==> config.mk <==
export PLATFORM = sky130hd
export DESIGN_NAME = glzw_unpack
export DESIGN_NICKNAME = d
export VERILOG_FILES = /design/src/glzw_pkg.sv /design/src/glzw_unpack.sv
export SDC_FILE = /design/constraint.sdc
export NUM_CORES = 1
export LEC_CHECK = 0
export BUFFER_PORTS_ARGS = -buffer_cell sky130_fd_sc_hd__clkbuf_2
export CORE_MARGIN = 2
export CORE_UTILIZATION = 50
export DETAILED_ROUTE_END_ITERATION = 10
export PLACE_DENSITY = 0.7
export SLEW_MARGIN = 30
export SYNTH_ARGS = -nofsm -noshare
export SYNTH_HDL_FRONTEND = slang
export SYNTH_SLANG_ARGS = --single-unit
==> constraint.sdc <==
create_clock -name clk_i -period 2.5 [get_ports clk_i]
set_clock_uncertainty 0.05 [all_clocks]
set_input_delay 0.125 -clock clk_i [delete_from_list [all_inputs] [get_ports clk_i]]
set_output_delay 0.125 -clock clk_i [all_outputs]
set_load 0.05 [all_outputs]
==> src/glzw_pkg.sv <==
// Shared types, constants and helpers for the GIF LZW stream decoder.
// Used by glzw_unpack and gif_lzw_stream_decoder; depends on nothing else.
package glzw_pkg;

  // String table and expansion stack geometry.
  localparam int unsigned TableEntries = 4096;
  localparam int unsigned TabAw = $clog2(TableEntries);
  localparam int unsigned StkAw = 12;
  localparam int unsigned LevelW = StkAw + 1;
  localparam int unsigned ResultsPerItem = 64;
  localparam int unsigned ObAw = $clog2(ResultsPerItem);
  localparam int unsigned NW = ObAw + 1;
  localparam logic [23:0] CountMax = 24'hFFFFFF;

  // Decoder phase, sticky once it leaves running.
  typedef enum logic [1:0] {
    PH_RUN      = 2'd0,
    PH_DONE     = 2'd1,
    PH_BAD      = 2'd2,
    PH_MISMATCH = 2'd3
  } phase_e;

  // Status code reported for a byte dropped while work is pending.
  localparam logic [2:0] StatusReject = 3'd4;

  // Configuration register indexes.
  localparam logic CfgMinCodeSize = 1'b0;
  localparam logic CfgImagePixels = 1'b1;

  typedef enum logic [2:0] {
    ST_IDLE,
    ST_ENG,
    ST_WALK,
    ST_ROOT,
    ST_OUT_RD,
    ST_OUT_SH
  } state_e;

  typedef struct packed {
    logic       mode;
    logic [7:0] data_byte;
  } in_t;

  typedef struct packed {
    logic [7:0] pixel;
    logic       pixel_valid;
    logic [2:0] status;
    logic       more_pending;
    logic       last;
  } out_t;

  // Control word from the sequencer to the bit unpacker.
  typedef struct packed {
    logic load;
    logic take;
  } unpack_ctrl_t;

  // Clamp the minimum code size to the legal range of two to eight.
  function automatic logic [3:0] eff_size(input logic [3:0] mcs);
    logic [3:0] r;
    if (mcs < 4'd2) begin
      r = 4'd2;
    end else if (mcs > 4'd8) begin
      r = 4'd8;
    end else begin
      r = mcs;
    end
    return r;
  endfunction

  // Low-order mask of cw bits, cw up to 12.
  function automatic logic [12:0] width_mask(input logic [3:0] cw);
    return (13'd1 << cw) - 13'd1;
  endfunction

endpackage

==> src/glzw_unpack.sv <==
// Bit unpacker: gathers stream bytes LSB first and splits off variable-width codes.
// Depends on glzw_pkg.
module glzw_unpack (
  input  logic                  clk_i,
  input  logic                  rst_ni,
  input  glzw_pkg::unpack_ctrl_t ctrl_i,
  input  logic [7:0]            byte_i,
  input  logic [3:0]            width_i,
  output logic [11:0]           code_o,
  output logic [4:0]            count_o
);

  logic [19:0] buf_q, buf_d;
  logic [4:0]  cnt_q, cnt_d;
  logic [12:0] mask;
  logic [27:0] ins;

  assign mask = glzw_pkg::width_mask(width_i);
  assign ins  = 28'(byte_i) << cnt_q;

  // Current code is the low bits of the buffer.
  assign code_o  = buf_q[11:0] & mask[11:0];
  assign count_o = cnt_q;

  // Append a byte above the held bits, or consume one code.
  always_comb begin
    buf_d = buf_q;
    cnt_d = cnt_q;
    if (ctrl_i.load) begin
      buf_d = buf_q | ins[19:0];
      cnt_d = cnt_q + 5'd8;
    end else if (ctrl_i.take) begin
      buf_d = buf_q >> width_i;
      cnt_d = cnt_q - 5'(width_i);
    end
  end

  always_ff @(posedge clk_i or negedge rst_ni) begin
    if (!rst_ni) begin
      buf_q <= '0;
      cnt_q <= '0;
    end else begin
      buf_q <= buf_d;
      cnt_q <= cnt_d;
    end
  end

endmodule

==> summary.txt <==
Die
  • Die ar.: 5980 µm²
  • Top-Level Pins: 33
  • Die X: 77.3 µm
  • Row count: 26
  • Core area: 5140 µm²
  • Die height: 77.3 µm
  • Starting density of the core: 52.3%

Timing
  • Final min period: 2.24 ns
  • Fin crit share: 89.4%
  • Final setup vio count: 0
  • Final setup TNS: 0 ns
  • RSZ-0062 raised after global routing: false
  • Fmax: 447 MHz
  • Slew Viols, Final: 0
  • Slew headroom: 53.5%
  • Slew @ Worst Pin: 0.697 ns
  • Fin. Hold Viols: 0

Finish
  • Non-Filler Instances: 419
  • Util after Layout: 57.7%
  • Nets: 372
  • Antenna Cells: 0
  • Layout area overhead: 10.3%
  • Layout cells sized above 1: 20.3%

Clock tree
  • H-tree lvl count: 1
  • Hold buffers post-CTS: 1
  • Clock tree sinks: 25
  • Number of gates resized after CTS: 0
  • Clock Root Buffer: clkbuf_8
  • Clock latency on the worst-skew pair: 0.28 ns
  • CTS max path bufs: 2
  • CTS clock-pin slew for the worst setup and hold paths: 0.09 ns
  • CTS tree: built
  • Setup Fix Bufs, Post-CTS: 0
  • Num CTS Buffers: 3

Drt
  • 1st-pass router iterations: 5
  • Detail Route Antenna Nets: 0
  • Iteration-0 DRC Markers: 547
  • Routed len/inst: 20.0 µm
  • DRT Wirelength: 8370 µm
  • DRC: 0
  • Vias per cell: 6.70
  • Vias: 2808

Global routing
  • Initial antenna violation count: 0
  • First-pass GRT wire length: 13900 µm
  • Gr usage total: 29.5%
  • Pin count of the biggest net entering global routing: 32
  • Vias in the first global route: 2661
  • Grt total ovfl: 0

Yosys
  • Netlist Area Pre-Place: 2690 µm²
  • Number of synthesized register bits: 25
  • Share of the synthesized area in the top cell type: 23.3%
  • EDFF count, synth: 0
  • Cell count after synthesis: 326
  • Netlist cell types: 56
  • Ranking of synthesized cells by area: dfrtp_1 (23%), mux2i_1 (11%), nand2_1 (6.3%)
  • Post-synth ARST share: 100%
  • Synth Warn #: 0
  • Commonest cells in the synthesized netlist: nand2_1 (45), mux2i_1 (30), dfrtp_1 (25), nor2_1 (19), a21oi_1 (18)
  • Count leader, synth: nand2_1
  • Cell taking the most area after synthesis: dfrtp_1
  • Post-Syn Area per Cell: 8.24 µm²
  • Synthesized net count: 348
  • Main flop type after synthesis: dfrtp_1
  • Sequential-to-total area share from yosys stat: 23.3%

Setup path
  • WP data required: 2.33 ns
  • Critical path peak fanout: 12
  • Critical path endpoint category: output port
  • CP Launch Type: input pin
  • Critical Path AT: 2.06 ns
  • Register-to-Register Setup Slack: 0.39 ns
  • Max incr delay on CP: 0.33 ns
  • FF-to-FF End: count_o[4]
  • Worst Reg2Reg Path Length in Cells: 7
  • CP Class: in2out
  • Most used cell, CP: clkbuf_2
  • Crit-path cells: clkbuf_2, nor2_1, nand3_1, ha_1, and2_1, o21ai_1, a21oi_1, a31oi_1, nor2b_1, clkbuf_2
  • RR Startpoint: count_o[0]
  • CP max stage cell: ha_1

Power and ir drop
  • Pint: 1460 µW
  • Clock network power share: 8.4%
  • Seq pwr share: 29.7%
  • Switching power: 1650 µW
  • PD cells: 1050 nW/µm²
  • Switch share: 53.1%
  • Comb pwr share: 61.8%
  • Leakage: 0.00131 µW
  • Maximum vdd drop: 0.000722 V

Worst hold path
  • Worst Hold Class: in2reg
  • Worst hold path startpoint: byte_i[7]
  • Worst Hold End: buf_q[14]
  • Hold depth: 3

Placed design
  • Dpl cells: 414
  • Input/output buffers: 32
  • Hpwl dp: 6250 µm
  • Gpl congestion: 0.973

Outcome
  • Status: completed

Run
  • Max Cap Violations: 0
per-layer routing:
layer / vias to the layer above / part of all wire [%] / global-route usage (%)
li1: 1269 / - / -
met1: 1322 / 41 / 40.5
met2: 179 / 46 / 47.2
met3: 38 / 9.5 / 3.53
met4: 0 / 3.5 / 11.6
met5: - / 0 / 0
cell families (layout without fill, tap and decap cells):
family,count (synthesis),in the layout,share of synthesized area [%]
fa+ha+maj,6,6,3.07
xor+xnor,4,4,1.30
simple gates,108,108,18.9
compound gates,95,95,24.7
flops,25,25,23.3
buf+inv,38,61,6.52
mux,50,50,22.2
stage by stage:
step / power (µW) / instance area (µm²) / hold slack [ns] / worst slack (ns)
2_1_floorplan: 2290 / 2690 / -0.221 / 0.0663
3_3_place_gp: 2790 / 2910 / 0.146 / 0.298
3_5_place_dp: 2810 / 2910 / 0.158 / 0.255
4_1_cts: 3080 / 2970 / 0.119 / 0.249
5_1_grt: 3300 / 2970 / 0.155 / 0.0985
6_report: 3110 / 2970 / 0.126 / 0.264
critical path, delay by kind of cell:
| family | cells | cell delay (ns) |
|---|---|---|
| compound gates | 3 | 0.38 |
| fa+ha+maj | 1 | 0.33 |
| buf+inv | 2 | 0.47 |
| simple gates | 4 | 0.74 |
layout by cell type, fill, tap and decap left out, types with 4 or more instances in the layout:
cell type,instances
a211oi_1,5
a21oi_1,18
a221o_1,4
a222oi_1,4
a22oi_1,6
a31oi_1,5
and2_1,8
and3_1,4
buf_4,12
clkbuf_2,31
dfrtp_1,25
ha_1,5
inv_1,8
inv_2,4
mux2_2,8
mux2_4,4
mux2i_1,30
mux4_2,5
nand2_1,45
nand3_1,5
nor2_1,19
nor2b_1,10
nor3_1,8
o21ai_0,13
o21ai_1,8
how the worst max path moves through the flow:
stage	depth (start not counted)	startpoint	endpoint
global placement	7	width_i[1]	buf_q[5]
detailed placement	10	width_i[1]	code_o[10]
finish	10	width_i[1]	code_o[10]
CTS	10	width_i[1]	code_o[10]
global route	9	width_i[1]	code_o[4]
floorplan	10	width_i[1]	code_o[4]
cell type report:
type | instances | area, µm²
fillers | 531 | 2170
multi-input cells | 263 | 1890
flip-flops and latches | 25 | 626
repair buffers | 45 | 275
well taps | 70 | 87.6
clock buffers | 4 | 45.0
inverters | 12 | 45.0
flip-flops by register name, indices dropped and copies added, names as in the netlist:
| signal | cells |
|---|---|
| buf_q | 20 |
| count_o | 5 |
power by group through the flow:
stage / clock (µW) / combinational (µW) / sequential [µW]
2_1_floorplan: 0 / 1420 / 867
3_3_place_gp: 0 / 1870 / 918
3_5_place_dp: 0 / 1890 / 925
4_1_cts: 265 / 1900 / 914
5_1_grt: 277 / 2070 / 955
6_report: 263 / 1930 / 926
No activity file was read; power rests on OpenSTA's default activity.
